**src/rtl/w26tx_pkg.sv**
```systemverilog
// ----------------------------------------------------------------------------
// w26tx_pkg
// Shared types and constants for the 26-bit Wiegand transmitter.
// ----------------------------------------------------------------------------
package w26tx_pkg;

   localparam int unsigned FRAME_LEN = 26;
   localparam int unsigned IDX_W     = 5;
   localparam int unsigned CNT_W     = 16;
   localparam int unsigned ADDR_W    = 3;
   localparam int unsigned DATA_W    = 32;

   localparam logic [CNT_W-1:0] WIDTH_RESET    = 16'd50;
   localparam logic [CNT_W-1:0] INTERVAL_RESET = 16'd2000;
   localparam logic [CNT_W-1:0] INTERVAL_MIN   = 16'd2;
   localparam logic [CNT_W-1:0] WIDTH_MIN      = 16'd1;

   localparam logic [IDX_W-1:0] LAST_BIT = IDX_W'(FRAME_LEN);

   typedef enum logic [0:0] {
      REG_PULSE_WIDTH    = 1'b0,
      REG_PULSE_INTERVAL = 1'b1
   } reg_index_type;

   typedef enum logic [0:0] {
      OP_TICK = 1'b0,
      OP_SEND = 1'b1
   } op_type;

   typedef struct packed {
      logic d0_level;
      logic d1_level;
      logic busy_res;
      logic send_accepted;
      logic frame_done;
   } rsp_type;

endpackage

```
**src/rtl/wiegand26_transmitter.sv**
```systemverilog
// ----------------------------------------------------------------------------
// wiegand26_transmitter
// Builds 26-bit Wiegand frames and times the D0/D1 pulses on tick requests.
// ----------------------------------------------------------------------------
// Usage:
//   req channel carries one request per item: op tick advances time by one
//   tick, op send starts a frame from facility_code and card_number (refused
//   while a frame is in progress). Every request yields exactly one response
//   on the rsp channel with the line levels, busy, accept and done flags as
//   they stand after that request.
//   The APB-style port sets pulse width (address 0) and pulse interval
//   (address 4); write it only while no frame is running.
// Timing:
//   the response to a request is registered in the output buffer; one request
//   per cycle is sustained while responses are drained and the buffer does
//   not fill, with frame state and counters held in a single register stage.
//   A two-entry response buffer (output register plus skid) lets a request
//   be taken while one response waits; req_ready drops only when both hold.
// Reset:
//   synchronous; lines idle high, no frame running, registers back to
//   width 50 and interval 2000, response buffer empty.
// ----------------------------------------------------------------------------
module wiegand26_transmitter
   import w26tx_pkg::*;
(
   input  logic              clock,
   input  logic              reset,
   input  logic              req_valid,
   output logic              req_ready,
   input  logic              req_op,
   input  logic [7:0]        req_facility_code,
   input  logic [15:0]       req_card_number,
   output logic              rsp_valid,
   input  logic              rsp_ready,
   output logic              rsp_d0_level,
   output logic              rsp_d1_level,
   output logic              rsp_busy_res,
   output logic              rsp_send_accepted,
   output logic              rsp_frame_done,
   input  logic              psel,
   input  logic              penable,
   input  logic              pwrite,
   input  logic [ADDR_W-1:0] paddr,
   input  logic [DATA_W-1:0] pwdata,
   output logic [DATA_W-1:0] prdata,
   output logic              pready
);

   logic [CNT_W-1:0] width_reg_ff, width_reg_in;
   logic [CNT_W-1:0] interval_reg_ff, interval_reg_in;

   logic [FRAME_LEN-1:0] frame_ff, frame_in;
   logic [IDX_W-1:0]     bit_index_ff, bit_index_in;
   logic [CNT_W-1:0]     interval_count_ff, interval_count_in;
   logic [CNT_W-1:0]     width_count_ff, width_count_in;
   logic                 on_one_ff, on_one_in;
   logic                 active_ff, active_in;
   logic                 sending_ff, sending_in;

   rsp_type out_ff, out_in;
   logic    out_valid_ff, out_valid_in;
   rsp_type skid_ff, skid_in;
   logic    skid_valid_ff, skid_valid_in;

   reg_index_type    reg_index;
   logic             cfg_write;
   logic [CNT_W-1:0] eff_interval;
   logic [CNT_W-1:0] eff_width;
   logic [CNT_W-1:0] width_raw;
   logic [FRAME_LEN-1:0] new_frame;
   logic             lead_parity;
   logic             trail_parity;
   logic             accept;
   logic             pop;
   logic             done;
   rsp_type          res;

   // configuration port
   assign pready    = 1'b1;
   assign reg_index = reg_index_type'(paddr[2]);
   assign cfg_write = psel && penable && pwrite && pready;

   always_comb begin
      width_reg_in    = width_reg_ff;
      interval_reg_in = interval_reg_ff;
      prdata          = '0;
      unique case (reg_index)
         REG_PULSE_WIDTH: begin
            prdata = DATA_W'(width_reg_ff);
            if (cfg_write) width_reg_in = pwdata[CNT_W-1:0];
         end
         REG_PULSE_INTERVAL: begin
            prdata = DATA_W'(interval_reg_ff);
            if (cfg_write) interval_reg_in = pwdata[CNT_W-1:0];
         end
         default: prdata = '0;
      endcase
   end

   // effective limits
   assign eff_interval = (interval_reg_ff < INTERVAL_MIN) ? INTERVAL_MIN : interval_reg_ff;
   assign width_raw    = (width_reg_ff == '0) ? WIDTH_MIN : width_reg_ff;
   assign eff_width    = (width_raw >= eff_interval) ? (eff_interval - WIDTH_MIN) : width_raw;

   // frame build, bit 0 goes out first
   assign lead_parity  = ^req_facility_code ^ ^req_card_number[15:12];
   assign trail_parity = ~^req_card_number[11:0];

   always_comb begin
      new_frame     = '0;
      new_frame[0]  = lead_parity;
      new_frame[25] = trail_parity;
      for (int i = 0; i < 8; i++) begin
         new_frame[8-i] = req_facility_code[i];
      end
      for (int i = 0; i < 16; i++) begin
         new_frame[24-i] = req_card_number[i];
      end
   end

   // handshake
   assign req_ready = !skid_valid_ff;
   assign accept    = req_valid && req_ready;
   assign pop       = out_valid_ff && rsp_ready;

   // frame state update
   always_comb begin
      frame_in          = frame_ff;
      bit_index_in      = bit_index_ff;
      interval_count_in = interval_count_ff;
      width_count_in    = width_count_ff;
      on_one_in         = on_one_ff;
      active_in         = active_ff;
      sending_in        = sending_ff;
      done              = 1'b0;
      res               = '0;
      if (accept) begin
         if (op_type'(req_op) == OP_SEND) begin
            if (!sending_ff) begin
               frame_in          = new_frame;
               bit_index_in      = '0;
               interval_count_in = '0;
               width_count_in    = '0;
               active_in         = 1'b0;
               on_one_in         = 1'b0;
               sending_in        = 1'b1;
               res.send_accepted = 1'b1;
            end
         end else if (sending_ff) begin
            if (active_ff) begin
               width_count_in = width_count_ff + 1'b1;
               if (width_count_in >= eff_width) begin
                  active_in = 1'b0;
                  if (bit_index_ff >= LAST_BIT) begin
                     sending_in = 1'b0;
                     done       = 1'b1;
                  end
               end
            end
            if (sending_in && (bit_index_ff < LAST_BIT)) begin
               interval_count_in = interval_count_ff + 1'b1;
               if (interval_count_in >= eff_interval) begin
                  interval_count_in = '0;
                  width_count_in    = '0;
                  on_one_in         = frame_ff[0];
                  frame_in          = frame_ff >> 1;
                  active_in         = 1'b1;
                  bit_index_in      = bit_index_ff + 1'b1;
               end
            end
         end
      end
      res.d0_level   = !(active_in && !on_one_in);
      res.d1_level   = !(active_in && on_one_in);
      res.busy_res   = sending_in;
      res.frame_done = done;
   end

   // response buffer
   always_comb begin
      out_in        = out_ff;
      out_valid_in  = out_valid_ff;
      skid_in       = skid_ff;
      skid_valid_in = skid_valid_ff;
      if (skid_valid_ff) begin
         if (pop) begin
            out_in        = skid_ff;
            skid_valid_in = 1'b0;
         end
      end else if (accept) begin
         if (!out_valid_ff || pop) begin
            out_in       = res;
            out_valid_in = 1'b1;
         end else begin
            skid_in       = res;
            skid_valid_in = 1'b1;
         end
      end else if (pop) begin
         out_valid_in = 1'b0;
      end
   end

   always_ff @(posedge clock) begin
      if (reset) begin
         width_reg_ff      <= WIDTH_RESET;
         interval_reg_ff   <= INTERVAL_RESET;
         frame_ff          <= '0;
         bit_index_ff      <= '0;
         interval_count_ff <= '0;
         width_count_ff    <= '0;
         on_one_ff         <= 1'b0;
         active_ff         <= 1'b0;
         sending_ff        <= 1'b0;
         out_valid_ff      <= 1'b0;
         skid_valid_ff     <= 1'b0;
      end else begin
         width_reg_ff      <= width_reg_in;
         interval_reg_ff   <= interval_reg_in;
         frame_ff          <= frame_in;
         bit_index_ff      <= bit_index_in;
         interval_count_ff <= interval_count_in;
         width_count_ff    <= width_count_in;
         on_one_ff         <= on_one_in;
         active_ff         <= active_in;
         sending_ff        <= sending_in;
         out_valid_ff      <= out_valid_in;
         skid_valid_ff     <= skid_valid_in;
      end
   end

   always_ff @(posedge clock) begin
      out_ff  <= out_in;
      skid_ff <= skid_in;
   end

   assign rsp_valid         = out_valid_ff;
   assign rsp_d0_level      = out_ff.d0_level;
   assign rsp_d1_level      = out_ff.d1_level;
   assign rsp_busy_res      = out_ff.busy_res;
   assign rsp_send_accepted = out_ff.send_accepted;
   assign rsp_frame_done    = out_ff.frame_done;

endmodule

```
**config.mk**
```make
export PLATFORM = sky130hd
export DESIGN_NAME = wiegand26_transmitter
export DESIGN_NICKNAME = d
export VERILOG_FILES = /design/src/rtl/w26tx_pkg.sv /design/src/rtl/wiegand26_transmitter.sv
export SDC_FILE = /design/constraint.sdc
export NUM_CORES = 1
export LEC_CHECK = 0
export BUFFER_PORTS_ARGS = -buffer_cell sky130_fd_sc_hd__buf_2
export CORE_MARGIN = 3
export CORE_UTILIZATION = 55
export CTS_BUF_LIST = sky130_fd_sc_hd__clkbuf_2
export CTS_CLUSTER_SIZE = 30
export DETAILED_ROUTE_END_ITERATION = 16
export MAX_ROUTING_LAYER = met4
export PLACE_DENSITY = 0.77
export SLEW_MARGIN = 20
export SYNTH_ARGS = -nofsm -noshare
export SYNTH_HDL_FRONTEND = slang
export SYNTH_SLANG_ARGS = --single-unit
```
**constraint.sdc**
```tcl
create_clock -name clock -period 7.7 [get_ports clock]
set_input_delay 1.54 -clock clock [delete_from_list [all_inputs] [get_ports clock]]
set_output_delay 1.54 -clock clock [all_outputs]
set_load 0.01 [all_outputs]
```
==> results.toml, run 1 <==
[timing]
rsz0062_at_grt = "false"
drv_slew = 0
finalClockSkew_ps = 52.3
tightest_slew_ps = 1000
setup_violations = 0
hold_ws_ps = 506
fin_setup_tns_ps = 0
timing.final.crit_share_pct = 87.7
hold_viol = 0
setup_slack_ps = 945
slew_headroom_pct = 33.1
period_minus_slack_ps = 6760
max_clock_freq_ghz = 0.148

[finish]
fillers = 1142
utilization_pct = 60.6
nNetsFinal = 1012
stdcell_count = 1067
final_layout_size_suffix_gt1_share_pct = 16.4
final_cell_mix = "dfxtp_1 (100), nand2_1 (91), nor2_1 (76)"
final_area_mm2 = 0.00777
area_growth_pct = 5.92
layout_commonest_cell = "dfxtp_1"

[worst_setup_path]
cp_slowest_cell = "o21ai_2"
required_ps = 8250
start_kind = "register"
path_cells = "or4_1, nor4_1, and4_1, a21boi_0, ha_1, nand2b_1, a21o_1, a21oi_1, o211ai_1, a21oi_1, o21ai_2, buf_4, mux2i_1, ha_1, and3_1, o211ai_1, a21boi_0, o31a_1, o31ai_4, buf_4, nor2_1, a211oi_1"
cp_slowest_stage_delay_ps = 660
cpLargestDelayFamily = "compound AO/OA/AOI/OAI gates"
endpoint_kind = "register"
crit_arrival_ps = 7300
cp_max_fo = 27
critPathBufInv = 2
crit_type = "reg -> reg"

[power]
power_frac_comb_pct = 18.5
power_mw = 1.04
p_sw_mw = 0.320
clkPwrFrac_pct = 22.8
peakVddDrop_mv = 0.146
powerDensity_mw_per_mm2 = 134
pwr-share-seq_pct = 58.7
p_leak_nw = 3.15
p_sw_share_pct = 30.7
p_int_mw = 0.724

[clock_network]
clk_pin_slew_ps = 320
cts_tree = "built"
clk_latency_ps = 640
ctsResizeCount = 0
cts_buffers = 9
cts_sinks = 110
clockBufferDepth = 2
cts_root_buf = "clkbuf_2"
cts_setup_buffers = 0
cts-hold-fix-buffers = 0
htree_levels = 3

[synthesis]
synth_ff_type = "dfxtp_1"
synth_seq_area_share_pct = 31.4
ys_ff_latch = 110
synth_top_area_cell = "dfxtp_1"
synthesis.instances = 856
ys_types = 61
yosysTopAreaCellShare_pct = 27.3
synth_enable_flop_cells = 10
synth.area.top_cells = "dfxtp_1 (27%), ha_1 (9.4%), mux2i_1 (6.0%)"
syn_area_mm2 = 0.00733
synth-async-reset-ratio_pct = 0
avgSynthCellArea_um2 = 8.57
synth-warning-count = 0

[global_routing]
grt_max_degree = 83
grt_pass1_wl_um = 26700
grt_usage_pct = 23.0
grt_pass1_vias = 5541
antenna_found_initial = 1
grt_overflow = 0

[drt]
ant_nets = 0
vias = 6056
finalWirelength_um = 16500
first_pass_iters = 5
first_iter_violations = 560
routed_via_density = 5.68
wl_per_cell_um = 15.5
drc = 0

[floorplan]
start_util_pct = 57.2
io_pins = 107
coreArea_mm2 = 0.0128
die_h_um = 121
num_rows = 41
die_w_um = 121
die_area_mm2 = 0.0148

[place]
placed_cell_area_mm2 = 0.00768
placement.io_buffers = 71
place_congestion = 0.940
dp_cells = 1051
dp_hpwl_um = 12200
place_ws_ps = 1110

[hold_path]
hold_class = "reg -> reg"

[outcome]
status = "complete, no violations"

[run]
maxCapViolCount = 0
cell type report:
class	count	area, um^2	share of cell area [%]
timing repair buffer	80	423	5.44
antenna	1	2.50	0.0322
tap	172	215	2.77
multi-input combinational	650	4590	59.1
clock inverter	5	33.8	0.435
clock buffer	10	50.0	0.644
inverter	39	146	1.88
sequential	110	2300	29.6
flip-flops by register name, summed over array words and instances (netlist names), 5 cells and up:
name / count
bit_index_ff: 5
frame_ff: 26
width_count_ff: 16
interval_count_ff: 16
skid_ff: 5
width_reg_ff: 16
interval_reg_ff: 16
power by group through the flow:
| stage | Sequential (mW) | Combinational (mW) | Clock [mW] |
|---|---|---|---|
| CTS | 0.613 | 0.193 | 0.244 |
| global placement | 0.623 | 0.188 | 0 |
| detailed placement | 0.623 | 0.192 | 0 |
| floorplan | 0.618 | 0.151 | 0 |
| finish | 0.613 | 0.193 | 0.238 |
| global route | 0.616 | 0.214 | 0.264 |
layer usage:
layer / GRT usage [%] / part of all wire [%]
met5: - / 0
met4: 4.97 / 1.2
met3: 4.90 / 5.5
met2: 35.6 / 47
met1: 31.1 / 47
final timing paths:
kind / start / endpoint / slack, ps / depth (start not counted)
setup / recovery: interval_reg_ff[5]$_SDFFE_PP0P_ / frame_ff[7]$_SDFFE_PP0P_ / 940 / 22
hold / removal: width_count_ff[15]$_SDFFE_PP0P_ / width_count_ff[15]$_SDFFE_PP0P_ / 510 / 2
setup reg to reg: interval_reg_ff[5]$_SDFFE_PP0P_ / frame_ff[7]$_SDFFE_PP0P_ / 940 / 22
hold reg to reg: width_count_ff[15]$_SDFFE_PP0P_ / width_count_ff[15]$_SDFFE_PP0P_ / 510 / 2
worst reg2reg max path, stage by stage (launching register included):
cell	delay [ps]
dfxtp_1	450
or4_1	630
nor4_1	320
and4_1	340
a21boi_0	250
ha_1	350
nand2b_1	90
a21o_1	110
a21oi_1	70
o211ai_1	230
a21oi_1	120
o21ai_2	660
buf_4	250
mux2i_1	200
ha_1	260
and3_1	190
o211ai_1	190
a21boi_0	220
o31a_1	370
o31ai_4	600
buf_4	420
nor2_1	100
a211oi_1	240
cell usage after synthesis, types with 6 or more instances:
| cell type | count |
|---|---|
| a21oi_1 | 50 |
| dfxtp_1 | 100 |
| xnor2_1 | 44 |
| nand3_1 | 20 |
| buf_4 | 21 |
| mux2_2 | 18 |
| nand4_1 | 10 |
| nand3b_1 | 7 |
| ha_1 | 55 |
| a21o_1 | 9 |
| a211oi_1 | 10 |
| mux2i_1 | 44 |
| inv_1 | 39 |
| a211o_1 | 7 |
| nand2_1 | 91 |
| o21ai_0 | 25 |
| clkbuf_1 | 40 |
| buf_2 | 6 |
| a31oi_1 | 11 |
| nor4_1 | 15 |
| xor2_1 | 31 |
| a211oi_2 | 20 |
| nand2b_1 | 7 |
| edfxtp_1 | 10 |
| nor3_1 | 17 |
| nor2_1 | 76 |
| o21a_1 | 6 |
kinds of logic (layout without fill, tap and decap cells):
kind of cell,Yosys count,after routing,share of synthesized area (%)
DFF,110,110,31.4
and+or+nand+nor,270,270,17.3
xor gates and xnor gates,75,75,8.96
AOI/OAI and AO/OA,171,171,17.1
other,2,18,0.102
buffers and inverters,111,134,6.98
muxes,62,62,8.77
adders and majority gates,55,55,9.38
Note: power is estimated with default switching activity, not from simulation.
==> run 2, diff against run 1 <==
Settings changed: PLACE_DENSITY 0.77 to 0.83.
==> run 2 against run 1 <==
Worst hold slack got worse by 2.9 ps. Highest routed layer unchanged. Final cell count barely moved. Utilization rose by 0.30 points. Worst setup slack improved by 270 ps. Critical path type unchanged. Sequential power barely moved. Die area did not move. Combinational power barely moved.
==> results.toml, run 2 (synthesis results as in run 1) <==
[place]
place_congestion = 0.954
dp_hpwl_um = 12300
placement.io_buffers = 71
dp_cells = 1050

[finish]
nNetsFinal = 1011
final_layout_size_suffix_gt1_share_pct = 16.4
top_register = "frame_ff"
layout_commonest_cell = "dfxtp_1"
stdcell_count = 1066
final_cell_mix = "dfxtp_1 (100), nand2_1 (91), nor2_1 (75)"
area_growth_pct = 6.45
largest_register_ffs = 26
insertedDiodeCount = 0

[worst_setup_path]
endpoint_kind = "register"
crit_arrival_ps = 7040
path_cells = "or4_1, nor4_1, and4_1, a21boi_0, ha_1, nand2b_1, a21o_1, a21oi_1, o211ai_1, a21oi_1, o21ai_2, buf_4, mux2i_1, ha_1, a21o_1, o211ai_1, a21boi_0, o31a_1, o31ai_4, buf_4, or2_2, nor2_1"
start_kind = "register"
rr_startpoint = "interval_reg_ff[5]$_SDFFE_PP0P_"
crit_type = "reg -> reg"
cp_slowest_cell = "or4_1"
critPathBufInv = 2
rr_worst_depth = 22
cp.depth = 22
cp_slowest_stage_delay_ps = 640
crit_path_start = "interval_reg_ff[5]$_SDFFE_PP0P_"
endpoint = "interval_count_ff[14]$_SDFFE_PP0P_"
regToRegSetupSlack_ps = 1210
cp_max_fo = 20
required_ps = 8250
cpLargestDelayFamily = "compound AO/OA/AOI/OAI gates"
r2r-end = "interval_count_ff[14]$_SDFFE_PP0P_"

[clock_network]
clockBufferDepth = 2
ctsResizeCount = 0
clk_pin_slew_ps = 280
cts_root_buf = "clkbuf_2"
cts_tree = "built"
cts_buffers = 9
cts_sinks = 110
clk_latency_ps = 650
cts_setup_buffers = 0
htree_levels = 3
cts-hold-fix-buffers = 0

[drt]
finalWirelength_um = 16300
wl_met2_um = 7490
wl_met3_um = 1070
routed_via_density = 5.69
vias = 6066
drc = 0
wl_met1_um = 7390
wl_per_cell_um = 15.3
first_pass_iters = 6
ant_nets = 0
first_iter_violations = 353
highest_layer = "met4"

[timing]
max_clock_freq_ghz = 0.154
tightest_slew_ps = 960
timing.final.crit_share_pct = 84.2
drv_slew = 0
setup_violations = 0
rsz0062_at_grt = "false"
period_minus_slack_ps = 6490
fin_setup_tns_ps = 0
finalClockSkew_ps = 41.8
hold_viol = 0
slew_headroom_pct = 36.0

[global_routing]
grt_pass1_wl_um = 26900
grt_usage_pct = 23.0
grt_pass1_vias = 5695
grt_overflow = 0
antenna_found_initial = 0
grt_max_degree = 83

[power]
peakVddDrop_mv = 0.114
powerDensity_mw_per_mm2 = 143
p_leak_nw = 3.17

[floorplan]
die_w_um = 121
die_area_mm2 = 0.0148
die_h_um = 121
start_util_pct = 57.2
num_rows = 41
coreArea_mm2 = 0.0128
io_pins = 107

[run]
maxCapViolCount = 0

[outcome]
status = "complete, no violations"

[hold_path]
hold_class = "reg -> reg"
run 2: changes by cell type in the layout (fill, tap and decap cells not counted):
cell / previous run / this run
clkinvlp_4: 1 / 0
o21ai_1: 1 / 0
o21ai_0: 24 / 25
clkinv_4: 0 / 1
bufinv_16: 0 / 2
nor4_1: 14 / 15
nor2_2: 0 / 1
nor2_1: 76 / 75
inv_6: 2 / 1
nor4_2: 1 / 0
buf_4: 9 / 8
diode_2: 1 / 0
run 2: worst min-delay path by stage:
stage                                           from  slack (ps)  cells past startpoint                               end
global route        interval_reg_ff[15]$_SDFFE_PP0P_         530                      2  interval_reg_ff[15]$_SDFFE_PP0P_
floorplan           interval_reg_ff[15]$_SDFFE_PP0P_         450                      2  interval_reg_ff[15]$_SDFFE_PP0P_
finish              interval_reg_ff[15]$_SDFFE_PP0P_         500                      2  interval_reg_ff[15]$_SDFFE_PP0P_
global placement    interval_reg_ff[15]$_SDFFE_PP0P_         460                      2  interval_reg_ff[15]$_SDFFE_PP0P_
detailed placement  interval_reg_ff[15]$_SDFFE_PP0P_         470                      2  interval_reg_ff[15]$_SDFFE_PP0P_
CTS                 interval_reg_ff[15]$_SDFFE_PP0P_         500                      2  interval_reg_ff[15]$_SDFFE_PP0P_
run 2: area by class of cell:
type | count | area [um^2]
sequential | 110 | 2300
timing repair buffer | 79 | 415
fill | 1128 | 5020
clock buffer | 10 | 50.0
tap | 172 | 215
clock inverter | 6 | 86.3
inverter | 39 | 146
multi-input combinational | 650 | 4590
run 2: routing by layer:
| metal | up-vias | global-route usage (%) |
|---|---|---|
| li1 | 3039 | - |
| met1 | 2835 | 29.8 |
| met2 | 163 | 36.0 |
| met3 | 29 | 5.03 |
| met4 | 0 | 7.63 |
| met5 | - | - |
run 2: tightest hold or removal path, stage by stage (launching register included):
cell,delay [ps]
dfxtp_1,390
nand2_1,60
a21oi_1,50
run 2: where the power goes:
part / internal, mW / leakage, nW / total [mW] / switching, mW
Sequential: 0.598 / 0.897 / 0.613 / 0.0148
Combinational: 0.0827 / 2.19 / 0.193 / 0.110
Clock: 0.109 / 0.0839 / 0.311 / 0.201
Total: 0.790 / 3.17 / 1.12 / 0.326
run 2: per-stage QoR:
| step | instance area (um^2) | utilization [%] | setup slack (ps) | total power, mW | hold WS [ps] |
|---|---|---|---|---|---|
| final | 7810 | 60.9 | 1210 | 1.12 | 503 |
| after global routing | 7810 | 60.9 | 832 | 1.17 | 532 |
| after CTS | 7800 | 60.8 | 1340 | 1.12 | 498 |
| after detailed placement | 7670 | 59.8 | 1400 | 0.815 | 469 |
| after global placement | 7670 | 59.8 | 1450 | 0.810 | 457 |
| after floorplan | 7390 | - | 2030 | 0.770 | 446 |
